===== config.mk =====
export PLATFORM = sky130hd
export DESIGN_NAME = ping_delay_rate_limiter_top
export DESIGN_NICKNAME = d
export VERILOG_FILES = /design/src/sv/pdrl_pkg.sv /design/src/sv/ping_delay_rate_limiter_top.sv /design/src/sv/pdrl_csr.sv /design/src/sv/pdrl_adjust.sv
export SDC_FILE = /design/constraint.sdc
export NUM_CORES = 2
export LEC_CHECK = 0
export ABC_AREA = 1
export ABC_CLOCK_PERIOD_IN_PS = 11400
export BUFFER_PORTS_ARGS = -buffer_cell sky130_fd_sc_hd__buf_4
export CAP_MARGIN = 5
export CORE_MARGIN = 4
export CORE_UTILIZATION = 40
export DETAILED_ROUTE_END_ITERATION = 16
export GPL_TIMING_DRIVEN = 0
export MAX_ROUTING_LAYER = met4
export SLEW_MARGIN = 20
export SYNTH_ARGS = -nofsm -noshare
export SYNTH_HDL_FRONTEND = slang
export SYNTH_SLANG_ARGS = --single-unit

===== constraint.sdc =====
create_clock -name clock -period 11.4 [get_ports clock]
set_input_delay 0.57 -clock clock [delete_from_list [all_inputs] [get_ports clock]]
set_output_delay 0.57 -clock clock [all_outputs]
set_load 0.02 [all_outputs]

===== src/sv/pdrl_pkg.sv =====
// Shared types and constants for the ping delay rate limiter.
`timescale 1ns / 1ps
`default_nettype none

package pdrl_pkg;

   typedef enum logic [1:0] {
      COND_NORMAL = 2'd0,
      COND_BAD    = 2'd1,
      COND_GOOD   = 2'd2,
      COND_DISC   = 2'd3
   } cond_type;

   typedef enum logic [1:0] {
      MODE_START  = 2'd0,
      MODE_PING   = 2'd1,
      MODE_EVAL   = 2'd2,
      MODE_IGNORE = 2'd3
   } mode_type;

   typedef enum logic [2:0] {
      REG_SPEED_UP   = 3'd0,
      REG_SPEED_DOWN = 3'd1,
      REG_BAD_TH     = 3'd2,
      REG_GOOD_TH    = 3'd3,
      REG_USER_CAP   = 3'd4
   } reg_type;

   typedef struct packed {
      logic [9:0]  speed_up;
      logic [6:0]  speed_down;
      logic [15:0] bad_th;
      logic [15:0] good_th;
      logic [31:0] user_cap;
   } cfg_type;

   localparam int ADDR_W     = 5;
   localparam int DATA_W     = 32;
   localparam int DELAY_W    = 16;
   localparam int SUM_W      = 19;
   localparam int LIMIT_W    = 32;
   localparam int PROD_DN_W  = 15;
   localparam int PROD_UP_W  = 22;

   localparam logic [SUM_W-1:0]   SUM_MAX    = 19'h7FFFF;
   localparam logic [LIMIT_W-1:0] RATE_FLOOR = 32'd10;
   localparam logic [LIMIT_W-1:0] RATE_BASE  = 32'd200;
   localparam logic [LIMIT_W-1:0] RATE_CEIL  = 32'd2048;
   localparam logic [6:0]         PCT_FULL   = 7'd100;

   // Reciprocals of 100, exact over the product ranges that reach them.
   localparam int          DIV100_DN_SHIFT = 22;
   localparam logic [15:0] DIV100_DN_MULT  = 16'd41944;
   localparam int          DIV100_UP_SHIFT = 29;
   localparam logic [22:0] DIV100_UP_MULT  = 23'd5368710;

   localparam cfg_type CFG_RESET = '{
      speed_up:   10'd20,
      speed_down: 7'd10,
      bad_th:     16'd300,
      good_th:    16'd100,
      user_cap:   32'hFFFF_FFFF
   };

endpackage

`default_nettype wire


===== src/sv/ping_delay_rate_limiter_top.sv =====
// Top level of the ping delay rate limiter: input stage, round state and result register.
//
//   channel  direction  handshake              payload
//   req      in         req_valid / req_stall  mode, ping_ok, delay, current limits
//   rsp      out        rsp_valid / rsp_stall  condition, apply, new limits, average
//   csr      in         psel/penable/pwrite    five configuration registers
//
// One item is taken per cycle while req_stall is low; its result passes the input register
// and then the result register, and is taken at an edge where rsp_stall is low.
// The input register and the result register bound the path, whose depth is set
// by the trimmed-mean reciprocal multiply and the divide-by-100 multiplies.
// Reset is synchronous: round state and configuration return to their defaults.
// While rsp_stall holds a result, one more beat is taken into the input register.
`timescale 1ns / 1ps
`default_nettype none

module ping_delay_rate_limiter_top
   import pdrl_pkg::*;
#(
   parameter int ROUND_PINGS   = 5,
   parameter int TIMEOUT_DELAY = 1000
)
(
   input  wire logic                      clock,
   input  wire logic                      reset,
   input  wire logic                      req_valid,
   output logic                           req_stall,
   input  wire logic [1:0]                req_mode,
   input  wire logic                      req_ping_ok,
   input  wire logic [DELAY_W-1:0]        req_delay,
   input  wire logic [LIMIT_W-1:0]        req_current_upload_limit,
   input  wire logic [LIMIT_W-1:0]        req_current_download_limit,
   output logic                           rsp_valid,
   input  wire logic                      rsp_stall,
   output logic [1:0]                     rsp_condition,
   output logic                           rsp_apply_limits,
   output logic [LIMIT_W-1:0]             rsp_new_upload_limit,
   output logic [LIMIT_W-1:0]             rsp_new_download_limit,
   output logic signed [16:0]             rsp_average_delay,
   input  wire logic                      psel,
   input  wire logic                      penable,
   input  wire logic                      pwrite,
   input  wire logic [ADDR_W-1:0]         paddr,
   input  wire logic [DATA_W-1:0]         pwdata,
   output logic [DATA_W-1:0]              prdata,
   output logic                           pready
);

   localparam int NUM_W      = 21;
   localparam int MAG_W      = 20;
   localparam int DIVISOR    = ROUND_PINGS - 2;
   localparam int MEAN_SHIFT = 24;
   localparam int MULT_W     = 25;
   localparam int WIDE_W     = MAG_W + MULT_W;
   localparam logic [MULT_W-1:0] MEAN_MULT =
      MULT_W'((2 ** MEAN_SHIFT + DIVISOR - 1) / DIVISOR);
   localparam logic [DELAY_W-1:0]     TIMEOUT_MIN  = DELAY_W'(TIMEOUT_DELAY);
   localparam logic signed [NUM_W-1:0] TIMEOUT_MEAN = NUM_W'(TIMEOUT_DELAY);
   localparam logic signed [NUM_W-1:0] SHOW_MAX     = 21'sd65535;
   localparam logic signed [NUM_W-1:0] SHOW_MIN     = -21'sd65535;

   cfg_type cfg;

   pdrl_csr u_csr (
      .clock   (clock),
      .reset   (reset),
      .psel    (psel),
      .penable (penable),
      .pwrite  (pwrite),
      .paddr   (paddr),
      .pwdata  (pwdata),
      .prdata  (prdata),
      .pready  (pready),
      .cfg     (cfg)
   );

   // Input stage.
   logic                 s1_valid_ff;
   mode_type             s1_mode_ff;
   logic                 s1_ok_ff;
   logic [DELAY_W-1:0]   s1_delay_ff;
   logic [LIMIT_W-1:0]   s1_cur_up_ff;
   logic [LIMIT_W-1:0]   s1_cur_dn_ff;
   logic [PROD_DN_W-1:0] s1_prod_dn_ff;
   logic [PROD_UP_W-1:0] s1_prod_up_ff;
   logic [PROD_DN_W-1:0] prod_dn_in;
   logic [PROD_UP_W-1:0] prod_up_in;
   logic [6:0]           dn_pct;
   logic                 req_take;
   logic                 advance;

   // Only limits up to the base or maximum reach the scaled products.
   assign dn_pct     = (cfg.speed_down > PCT_FULL) ? PCT_FULL : cfg.speed_down;
   assign prod_dn_in = PROD_DN_W'(req_current_upload_limit[7:0]) *
                       PROD_DN_W'(PCT_FULL - dn_pct);
   assign prod_up_in = PROD_UP_W'(req_current_upload_limit[11:0]) *
                       PROD_UP_W'(11'(PCT_FULL) + 11'(cfg.speed_up));

   assign advance   = s1_valid_ff & (~rsp_valid | ~rsp_stall);
   assign req_stall = s1_valid_ff & ~advance;
   assign req_take  = req_valid & ~req_stall;

   always_ff @(posedge clock) begin
      if (reset) begin
         s1_valid_ff <= 1'b0;
      end else if (req_take) begin
         s1_valid_ff <= 1'b1;
      end else if (advance) begin
         s1_valid_ff <= 1'b0;
      end
   end

   always_ff @(posedge clock) begin
      if (req_take) begin
         s1_mode_ff    <= mode_type'(req_mode);
         s1_ok_ff      <= req_ping_ok;
         s1_delay_ff   <= req_delay;
         s1_cur_up_ff  <= req_current_upload_limit;
         s1_cur_dn_ff  <= req_current_download_limit;
         s1_prod_dn_ff <= prod_dn_in;
         s1_prod_up_ff <= prod_up_in;
      end
   end

   // Round state.
   logic [SUM_W-1:0]   sum_ff;
   logic [SUM_W-1:0]   sum_in;
   logic [DELAY_W-1:0] max_ff;
   logic [DELAY_W-1:0] max_in;
   logic [DELAY_W-1:0] min_ff;
   logic [DELAY_W-1:0] min_in;
   cond_type           pending_ff;
   cond_type           pending_in;
   logic [SUM_W:0]     sum_raw;

   assign sum_raw = (SUM_W + 1)'(sum_ff) + (SUM_W + 1)'(s1_delay_ff);

   // Trimmed mean, truncated toward zero by dividing the magnitude.
   logic signed [NUM_W-1:0] num;
   logic signed [NUM_W-1:0] num_neg;
   logic [MAG_W-1:0]        num_mag;
   logic [WIDE_W-1:0]       mean_wide;
   logic [MAG_W-1:0]        mean_mag;
   logic signed [NUM_W-1:0] mean;
   logic                    is_bad;
   logic                    is_good;
   logic signed [16:0]      shown;
   cond_type                cond_in;
   logic                    apply_in;
   logic [LIMIT_W-1:0]      new_up_in;

   assign num       = NUM_W'(sum_ff) - NUM_W'(max_ff) - NUM_W'(min_ff);
   assign num_neg   = -num;
   assign num_mag   = num[NUM_W-1] ? num_neg[MAG_W-1:0] : num[MAG_W-1:0];
   assign mean_wide = WIDE_W'(num_mag) * WIDE_W'(MEAN_MULT);
   assign mean_mag  = mean_wide[MEAN_SHIFT+MAG_W-1:MEAN_SHIFT];
   assign mean      = num[NUM_W-1] ? -NUM_W'(mean_mag) : NUM_W'(mean_mag);

   assign is_bad  = (mean < 0) || (mean >= $signed(NUM_W'(cfg.bad_th)));
   assign is_good = ~is_bad && (mean < $signed(NUM_W'(cfg.good_th)));

   always_comb begin
      if (s1_mode_ff != MODE_EVAL) begin
         shown = '0;
      end else if (mean > SHOW_MAX) begin
         shown = SHOW_MAX[16:0];
      end else if (mean < SHOW_MIN) begin
         shown = SHOW_MIN[16:0];
      end else begin
         shown = mean[16:0];
      end
   end

   always_comb begin
      sum_in     = sum_ff;
      max_in     = max_ff;
      min_in     = min_ff;
      pending_in = pending_ff;
      cond_in    = COND_NORMAL;
      case (s1_mode_ff)
         MODE_START: begin
            sum_in = '0;
            max_in = '0;
            min_in = TIMEOUT_MIN;
         end
         MODE_PING: begin
            if (s1_ok_ff) begin
               sum_in = (sum_raw > (SUM_W + 1)'(SUM_MAX)) ? SUM_MAX : sum_raw[SUM_W-1:0];
               max_in = (max_ff < s1_delay_ff) ? s1_delay_ff : max_ff;
               min_in = (min_ff > s1_delay_ff) ? s1_delay_ff : min_ff;
            end
         end
         MODE_EVAL: begin
            // A verdict is confirmed by the second evaluation in a row.
            if (is_bad) begin
               if (pending_ff != COND_BAD) begin
                  pending_in = COND_BAD;
               end else begin
                  pending_in = COND_NORMAL;
                  cond_in    = (mean == TIMEOUT_MEAN) ? COND_DISC : COND_BAD;
               end
            end else if (is_good) begin
               if (pending_ff != COND_GOOD) begin
                  pending_in = COND_GOOD;
               end else begin
                  pending_in = COND_NORMAL;
                  cond_in    = COND_GOOD;
               end
            end else begin
               pending_in = COND_NORMAL;
            end
         end
         default: begin
            pending_in = pending_ff;
         end
      endcase
   end

   pdrl_adjust u_adjust (
      .cond    (cond_in),
      .cfg     (cfg),
      .cur_up  (s1_cur_up_ff),
      .prod_dn (s1_prod_dn_ff),
      .prod_up (s1_prod_up_ff),
      .apply   (apply_in),
      .new_up  (new_up_in)
   );

   always_ff @(posedge clock) begin
      if (reset) begin
         sum_ff     <= '0;
         max_ff     <= '0;
         min_ff     <= TIMEOUT_MIN;
         pending_ff <= COND_NORMAL;
      end else if (advance) begin
         sum_ff     <= sum_in;
         max_ff     <= max_in;
         min_ff     <= min_in;
         pending_ff <= pending_in;
      end
   end

   // Result register.
   logic               rsp_valid_ff;
   cond_type           rsp_cond_ff;
   logic               rsp_apply_ff;
   logic [LIMIT_W-1:0] rsp_up_ff;
   logic [LIMIT_W-1:0] rsp_dn_ff;
   logic signed [16:0] rsp_avg_ff;

   always_ff @(posedge clock) begin
      if (reset) begin
         rsp_valid_ff <= 1'b0;
      end else if (advance) begin
         rsp_valid_ff <= 1'b1;
      end else if (~rsp_stall) begin
         rsp_valid_ff <= 1'b0;
      end
   end

   always_ff @(posedge clock) begin
      if (advance) begin
         rsp_cond_ff  <= cond_in;
         rsp_apply_ff <= apply_in;
         rsp_up_ff    <= new_up_in;
         rsp_dn_ff    <= s1_cur_dn_ff;
         rsp_avg_ff   <= shown;
      end
   end

   assign rsp_valid              = rsp_valid_ff;
   assign rsp_condition          = rsp_cond_ff;
   assign rsp_apply_limits       = rsp_apply_ff;
   assign rsp_new_upload_limit   = rsp_up_ff;
   assign rsp_new_download_limit = rsp_dn_ff;
   assign rsp_average_delay      = rsp_avg_ff;

`ifndef SYNTHESIS
   a_apply_needs_verdict: assert property (@(posedge clock) disable iff (reset)
      (rsp_valid && rsp_apply_limits) |->
      (rsp_condition == COND_BAD || rsp_condition == COND_GOOD))
      else $error("limits applied without a bad or good verdict");

   a_pending_not_disc: assert property (@(posedge clock) disable iff (reset)
      pending_ff != COND_DISC)
      else $error("pending verdict holds the disconnected code");

   a_sum_covers_max: assert property (@(posedge clock) disable iff (reset)
      sum_ff >= SUM_W'(max_ff))
      else $error("delay sum fell below the round maximum");

   a_stage_holds: assert property (@(posedge clock) disable iff (reset)
      (s1_valid_ff && rsp_valid && rsp_stall) |=> s1_valid_ff)
      else $error("input stage dropped a beat while the result was stalled");
`endif

endmodule

`default_nettype wire


===== src/sv/pdrl_csr.sv =====
// APB-style configuration registers of the ping delay rate limiter.
`timescale 1ns / 1ps
`default_nettype none

module pdrl_csr
   import pdrl_pkg::*;
(
   input  wire logic              clock,
   input  wire logic              reset,
   input  wire logic              psel,
   input  wire logic              penable,
   input  wire logic              pwrite,
   input  wire logic [ADDR_W-1:0] paddr,
   input  wire logic [DATA_W-1:0] pwdata,
   output logic      [DATA_W-1:0] prdata,
   output logic                   pready,
   output cfg_type                cfg
);

   cfg_type cfg_ff;
   cfg_type cfg_in;
   reg_type reg_sel;
   logic    wr_en;

   assign reg_sel = reg_type'(paddr[ADDR_W-1:2]);
   assign wr_en   = psel & penable & pwrite;
   assign pready  = 1'b1;
   assign cfg     = cfg_ff;

   always_comb begin
      cfg_in = cfg_ff;
      if (wr_en) begin
         unique case (reg_sel)
            REG_SPEED_UP:   cfg_in.speed_up   = pwdata[9:0];
            REG_SPEED_DOWN: cfg_in.speed_down = pwdata[6:0];
            REG_BAD_TH:     cfg_in.bad_th     = pwdata[15:0];
            REG_GOOD_TH:    cfg_in.good_th    = pwdata[15:0];
            REG_USER_CAP:   cfg_in.user_cap   = pwdata;
            default:        cfg_in = cfg_ff;
         endcase
      end
   end

   always_comb begin
      unique case (reg_sel)
         REG_SPEED_UP:   prdata = DATA_W'(cfg_ff.speed_up);
         REG_SPEED_DOWN: prdata = DATA_W'(cfg_ff.speed_down);
         REG_BAD_TH:     prdata = DATA_W'(cfg_ff.bad_th);
         REG_GOOD_TH:    prdata = DATA_W'(cfg_ff.good_th);
         REG_USER_CAP:   prdata = cfg_ff.user_cap;
         default:        prdata = '0;
      endcase
   end

   always_ff @(posedge clock) begin
      if (reset) begin
         cfg_ff <= CFG_RESET;
      end else begin
         cfg_ff <= cfg_in;
      end
   end

endmodule

`default_nettype wire


===== src/sv/pdrl_adjust.sv =====
// Upload limit adjustment for a confirmed bad or good verdict.
`timescale 1ns / 1ps
`default_nettype none

module pdrl_adjust
   import pdrl_pkg::*;
(
   input  wire cond_type           cond,
   input  wire cfg_type            cfg,
   input  wire logic [LIMIT_W-1:0] cur_up,
   input  wire logic [PROD_DN_W-1:0] prod_dn,
   input  wire logic [PROD_UP_W-1:0] prod_up,
   output logic                    apply,
   output logic      [LIMIT_W-1:0] new_up
);

   localparam int DN_WIDE_W = PROD_DN_W + 16;
   localparam int UP_WIDE_W = PROD_UP_W + 23;

   logic [DN_WIDE_W-1:0] dn_wide;
   logic [UP_WIDE_W-1:0] up_wide;
   logic [LIMIT_W-1:0]   dn_quot;
   logic [LIMIT_W-1:0]   up_quot;
   logic [LIMIT_W-1:0]   dn_floor;
   logic [LIMIT_W-1:0]   up_max_cap;
   logic [LIMIT_W-1:0]   up_capped;

   // Division by 100 through a reciprocal multiply.
   assign dn_wide = DN_WIDE_W'(prod_dn) * DN_WIDE_W'(DIV100_DN_MULT);
   assign up_wide = UP_WIDE_W'(prod_up) * UP_WIDE_W'(DIV100_UP_MULT);
   assign dn_quot = LIMIT_W'(dn_wide[DN_WIDE_W-1:DIV100_DN_SHIFT]);
   assign up_quot = LIMIT_W'(up_wide[UP_WIDE_W-1:DIV100_UP_SHIFT]);

   assign dn_floor   = (dn_quot < RATE_FLOOR) ? RATE_FLOOR : dn_quot;
   assign up_max_cap = (up_quot > RATE_CEIL) ? RATE_CEIL : up_quot;
   assign up_capped  = (up_max_cap > cfg.user_cap) ? cfg.user_cap : up_max_cap;

   always_comb begin
      apply  = 1'b0;
      new_up = cur_up;
      case (cond)
         COND_BAD: begin
            if (cfg.user_cap > RATE_FLOOR) begin
               apply  = 1'b1;
               new_up = (cur_up > RATE_BASE) ? RATE_BASE : dn_floor;
            end
         end
         COND_GOOD: begin
            if (cur_up < cfg.user_cap) begin
               apply  = 1'b1;
               new_up = (cur_up > RATE_CEIL) ? RATE_CEIL : up_capped;
            end
         end
         default: begin
            apply  = 1'b0;
            new_up = cur_up;
         end
      endcase
   end

endmodule

`default_nettype wire

After elaboration in Yosys (flattened, before gate mapping) --
Cells that the tools add are included.
Cells by class: add/sub/neg operators 7, $mul 5, magnitude comparators 16, eq/ne operators 16, multiplexer cells 40, bitwise gates (word level) 11, reductions and logical operators 16
Operators with widths (number):
- $mux W32 | 5
- $pmux W32 S5 | 1
- $mux W16 | 6
- $pmux W16 S2 | 2
- $pmux W32 S2 | 1
- $mul A22 B22 Y44 const B | 1
- $mul A20 B22 Y42 const B | 1
- $mux W19 | 2
- $pmux W19 S2 | 1
- $gt A32 B12 Y1 const B | 1
- $gt A32 B32 Y1 | 1
- $gt A32 B4 Y1 const B | 1
- $gt A32 B8 Y1 const B | 1
- $lt A32 B32 Y1 | 1
- $mul A15 B13 Y28 const B | 1
- $mul A12 B11 Y22 | 1
- $eq A21 B11 Y1 const B | 1
- $ge A21 B17 Y1 | 1
- $gt A21 B17 Y1 const B | 1
- $lt A21 B1 Y1 const B | 1
- $lt A21 B17 Y1 | 1
- $lt A21 B17 Y1 const B | 1
- $mux W21 | 1
- $neg A19 Y21 | 1
- other kinds (39) | 76
Word-level totals: register bits 340, input bits 127, output and inout bits 119

Depth between registers and ports, before layout --
depth in word-level cells 16, depth in mapped cells 82, gate-level depth less buffers 82

By module --
From an unflattened synthesis, not the netlist that was laid out.
Second synthesis, totals: cells, all modules 5928, area, all modules 47202.8 µm²
By module, submodules not included:
- ping_delay_rate_limiter_top | times used 1, cells an instance 3070, area an instance 26719.4 µm², seq. area each 7226.9 µm²
- pdrl_adjust | times used 1, cells an instance 2259, area an instance 16603.4 µm², seq. area each 0.0 µm²
- pdrl_csr | times used 1, cells an instance 599, area an instance 3880.0 µm², seq. area each 1621.6 µm²

Worst setup path after synthesis --
Ideal clock, no wire load.
path kind register to register, from register max_ff[10], to register rsp_up_ff[24], in the netlist rsp_new_upload_limit[24], data pin, arrival 12463 ps, path slack -1194 ps, cell stages (with the launch flop) 69, buffers on the path 5, path through dfxtp_1 > inv_1 > ha_1 > a21oi_1 > a21boi_0 > nand2_1 > a21oi_1 > inv_1 > a21oi_1 > xnor2_1 > ha_1 > a21oi_1 > o21ai_0 > a21oi_1 > nand2_1 > nor2_4 > nand3_4 > nand2_4 > (+33 left out) > ha_1 > a21oi_1 > nor2_1 > a2111oi_0 > o21a_1 > o21ai_0 > a221oi_1 > nand3_1 > nand3_1 > inv_1 > nand3_1 > nand2_1 > ha_1 > clkbuf_1 > nor2_1 > clkbuf_1 > nand3_1 > nand2_1
On the way: longest elaborated chain between the ends 16, elaborated cells between the ends (all ways) 22
Ends and longest elaborated chain:
- start: declaration | RTL line ping_delay_rate_limiter_top.sv:128 | logic [DELAY_W-1:0] max_ff;
- start signal: assignment | RTL line ping_delay_rate_limiter_top.sv:237 | max_ff <= max_in;
- $sub A19 B16 Y20 * | RTL line ping_delay_rate_limiter_top.sv:152 | assign num = NUM_W'(sum_ff) - NUM_W'(max_ff) - NUM_W'(min_ff);
- $sub A20 B17 Y21 * | RTL line ping_delay_rate_limiter_top.sv:152
- $neg A20 Y20 | RTL line ping_delay_rate_limiter_top.sv:153 | assign num_neg = -num;
- $mux W20 | RTL line ping_delay_rate_limiter_top.sv:154 | assign num_mag = num[NUM_W-1] ? num_neg[MAG_W-1:0] : num[MAG_W-1:0];
- $mul A20 B22 Y42 | RTL line ping_delay_rate_limiter_top.sv:155 | assign mean_wide = WIDE_W'(num_mag) * WIDE_W'(MEAN_MULT);
- $neg A19 Y21 | RTL line ping_delay_rate_limiter_top.sv:157 | assign mean = num[NUM_W-1] ? -NUM_W'(mean_mag) : NUM_W'(mean_mag);
- $mux W21 * | RTL line ping_delay_rate_limiter_top.sv:157
- $lt A21 B1 Y1 or $ge A21 B17 Y1 (tied branches) | RTL line ping_delay_rate_limiter_top.sv:159 | assign is_bad = (mean < 0) || (mean >= $signed(NUM_W'(cfg.bad_th)));
- (+2 left out)
- $logic_and A1 B1 Y1 | RTL line ping_delay_rate_limiter_top.sv:160 | assign is_good = ~is_bad && (mean < $signed(NUM_W'(cfg.good_th)));
- $mux W2 | RTL line ping_delay_rate_limiter_top.sv:202 | end else if (is_good) begin
- $mux W2 * | RTL line ping_delay_rate_limiter_top.sv:195 | if (is_bad) begin
- $mux W2 * | RTL line ping_delay_rate_limiter_top.sv:180 | case (s1_mode_ff)
- net cond_in[0] | RTL line ping_delay_rate_limiter_top.sv:148 | cond_type cond_in;
- $eq A2 B2 Y1 or $eq A2 B1 Y1 (tied branches) | RTL line pdrl_adjust.sv:41 | case (cond)
- $pmux W32 S2 * | RTL line pdrl_adjust.sv:41
- net new_up_in[24] | RTL line ping_delay_rate_limiter_top.sv:150 | logic [LIMIT_W-1:0] new_up_in;
- end signal: assignment | RTL line ping_delay_rate_limiter_top.sv:265 | rsp_up_ff <= new_up_in;
- end: declaration | RTL line ping_delay_rate_limiter_top.sv:247 | logic [LIMIT_W-1:0] rsp_up_ff;
The timed path passes the listed nets; every way through them passes the cells marked *. A chain may end at the register's enable or synchronous reset.

Worst setup path after layout --
from register sum_ff[0], to register rsp_up_ff[8], in the netlist rsp_new_upload_limit[8], data pin
On the way: longest elaborated chain between the ends 16, elaborated cells between the ends (all ways) 22
Ends and longest elaborated chain:
- start: declaration | RTL line ping_delay_rate_limiter_top.sv:126 | logic [SUM_W-1:0] sum_ff;
- start signal: assignment | RTL line ping_delay_rate_limiter_top.sv:236 | sum_ff <= sum_in;
- $sub A19 B16 Y20 * | RTL line ping_delay_rate_limiter_top.sv:152
- $sub A20 B17 Y21 * | RTL line ping_delay_rate_limiter_top.sv:152
- $neg A20 Y20 | RTL line ping_delay_rate_limiter_top.sv:153
- $mux W20 | RTL line ping_delay_rate_limiter_top.sv:154
- $mul A20 B22 Y42 | RTL line ping_delay_rate_limiter_top.sv:155
- $neg A19 Y21 | RTL line ping_delay_rate_limiter_top.sv:157
- $mux W21 * | RTL line ping_delay_rate_limiter_top.sv:157
- $lt A21 B1 Y1 or $ge A21 B17 Y1 (tied branches) | RTL line ping_delay_rate_limiter_top.sv:159
- (+2 left out)
- $logic_and A1 B1 Y1 | RTL line ping_delay_rate_limiter_top.sv:160
- $mux W2 | RTL line ping_delay_rate_limiter_top.sv:202
- $mux W2 * | RTL line ping_delay_rate_limiter_top.sv:195
- $mux W2 * | RTL line ping_delay_rate_limiter_top.sv:180
- net cond_in[1] | RTL line ping_delay_rate_limiter_top.sv:148
- $eq A2 B2 Y1 or $eq A2 B1 Y1 (tied branches) | RTL line pdrl_adjust.sv:41
- $pmux W32 S2 * | RTL line pdrl_adjust.sv:41
- net new_up_in[8] | RTL line ping_delay_rate_limiter_top.sv:150
Marked as above.

==> summary.txt <==
# placed instances - 6,874
Placement Setup Slack - -3120 ps
Hold Crit Class - in -> reg
Die Wd - 341 um
CTS tree - yes
CP bufs+invs - 16
antenna violations before repair - 5
unrepaired setup endpoints after global routing - true
deepest clock path buffer count - 3
Fmax - 78.1 MHz
I/O Buffers - 241
worst-margin pin slew - 977 ps
Seq/Total Area, Yosys - 0.200
full die area - 116,000 sq um
Post-synth EDFFs - 204
design area - 52,000 sq um
Final Skew - 27.3 ps
Final #Nets - 6,920
number of synthesized register bits - 340
Clock transition at path regs - 60 ps
later-pin clock latency in the skew report - 590 ps
vias in the first global route - 36,504
total wire length - 131,000 um
commonest cells after routing, fill and taps aside - inv_1, ha_1, nand2_1
critical path's slowest cell - fa_1
Slew HR - 0.348
DR vias/cell - 5.07
max_cap viols - 0
hpwl dp - 111,000 um
setup violators final - 37
failing checks - setup timing
crit end category - flop
Required @ worst endpoint - 11,710 ps
first-pass GRT wire length - 206,000 um
cell repeated most along the worst path - inv_2
Post-synth ARST share - 0
layout cells sized above 1 - 0.142
nature of the critical path startpoint - flop
Initial Util - 0.405
setup_tns - -45,330 ps
CP delay by family, top - adder cells
post-detailed-route count of antenna-violating nets - 0
Post-Synthesis Cell Area - 44,300 sq um
fill cell count - 10,603
Finished Layout Cells - 7,057
drt first pass iters - 5
Num CTS Buffers - 41
Tcrit/Tclk final - 1.12
Synth Instances - 5,142
DR vias - 35,785
critical path peak fanout - 5
Clk Tree Root Cell - clkbuf_16
Core Area - 109,000 sq um
Synth cell types - 65
RePlAce Congestion - 0.924
CP Class - reg -> reg
Die Ht - 341 um
slowest stage delay, CP - 510 ps
Routed wire per std cell - 18.5 um
placed cell areas - 48,400 sq um
Tmin final - 12,800 ps
Final Hold Viols - 0
Synth warnings - 0
largest net degree at the start of global routing - 76
setup slack after layout - -1400 ps
drt drc - 0
Slew Viols, Final - 0
Synth Area per Inst - 8.62 sq um
GRT overflow - 0
most common flop cell mapped by yosys - edfxtp_1
# IOs - 246
P&R area growth vs syn - 17.3%
commonest non-fill, non-tap cell in the layout - inv_1
H-tree depth - 2
clock sinks - 340
Rows - 121
Data arrival, critical path - 13,120 ps
1st-iter DRT viols - 2,163
Total GRT Usage - 0.232
status - complete, but fails checks
## cells in the mapped netlist (13+ instances only)
library cell  instances  area share
inv_1              1133       0.096
ha_1                760        0.21
nand2_1             690       0.058
fa_1                487        0.22
nor2_1              397       0.034
a21oi_1             371       0.042
o21ai_0             235       0.027
edfxtp_1            204        0.14
dfxtp_1             136       0.061
nand3_1             127       0.014
xor2_1               86       0.017
clkbuf_1             70      0.0059
xnor2_1              53       0.010
nor3_1               43      0.0049
nand2_2              34      0.0048
nand4_1              32      0.0045
o211ai_1             26      0.0044
a211oi_1             23      0.0039
a31oi_1              19      0.0027
nor4_1               19      0.0027
o21bai_1             18      0.0030
a21o_1               15      0.0025
o221ai_1             14      0.0028
o22ai_1              13      0.0018
## worst reg2reg max path: cells and delay by family, from the launching register on
| family | cells | cell delay [ps] |
|---|---|---|
| adder cells (fa/ha/maj) | 13 | 4720 |
| AND/OR/NAND/NOR | 27 | 2380 |
| flip-flops | 1 | 320 |
| buffers and inverters | 16 | 1240 |
| XOR/XNOR | 3 | 490 |
| AO/OA/AOI/OAI | 19 | 3370 |
## metrics by stage
stage,hold WS (ps),utilization
finish,156,0.475
global route,136,0.475
CTS,134,0.467
detailed placement,405,0.442
global placement,400,0.441
floorplan,400,-
## registers in the layout (all words and copies together) (netlist names), 2 cells and up
| register | cells |
|---|---|
| s1_delay_ff | 16 |
| s1_prod_up_ff | 22 |
| max_ff | 16 |
| u_csr.cfg | 81 |
| s1_mode_ff | 2 |
| s1_cur_up_ff | 32 |
| rsp_average_delay | 17 |
| rsp_new_download_limit | 32 |
| rsp_condition | 2 |
| s1_cur_dn_ff | 32 |
| s1_prod_dn_ff | 15 |
| min_ff | 16 |
| sum_ff | 19 |
| rsp_new_upload_limit | 32 |
| pending_ff | 2 |
## metal layers
layer | track usage | vias up | wire [um]
met5 | - | - | 0
met4 | 0.0417 | 0 | 2640
met3 | 0.0389 | 136 | 8590
met2 | 0.377 | 902 | 61200
met1 | 0.309 | 17389 | 58400
li1 | - | 17358 | -
## final timing paths
check | start | slack [ps] | to | cells past startpoint
worst max register to register | sum_ff[0] | -1400 | rsp_new_upload_limit[8] | 78
worst min register to register | s1_cur_dn_ff[24] | 420 | rsp_new_download_limit[24] | 0
worst min-delay path | req_delay[1] | 160 | s1_delay_ff[1] | 1
worst max-delay path | sum_ff[0] | -1400 | rsp_new_upload_limit[8] | 78
## final cells by class
type | count | area [sq um] | share of cell area
antenna | 4 | 10.0 | 0.000192
inverter | 1147 | 4350 | 0.0836
clock buffer | 51 | 1080 | 0.0208
buffer | 80 | 467 | 0.00897
sequential | 340 | 8850 | 0.170
clock inverter | 23 | 219 | 0.00421
multi-input combinational | 3586 | 32400 | 0.624
tap | 1476 | 1850 | 0.0355
timing repair buffer | 350 | 2760 | 0.0530
## repair_timing
item                                    in CTS  in global routing
hold buffers                                 0                  0
gates resized for setup                    209                129
endpoints found under the hold margin        0                  0
buffers inserted                            67                 36
endpoints found under the setup margin      54                 54
cloned                                       2                  0
pin swaps                                  105                107
## logic make-up after synthesis
group	Yosys count	share of synthesized area
flops	340	0.200
compound gates	800	0.102
simple gates	1386	0.132
fa+ha+maj	1247	0.434
buf+inv	1227	0.105
other cells	2	0.000169
xor+xnor	140	0.0278
Power is not shown: default switching activity piles up to over one toggle a cycle in this logic, so the estimate is an artifact.
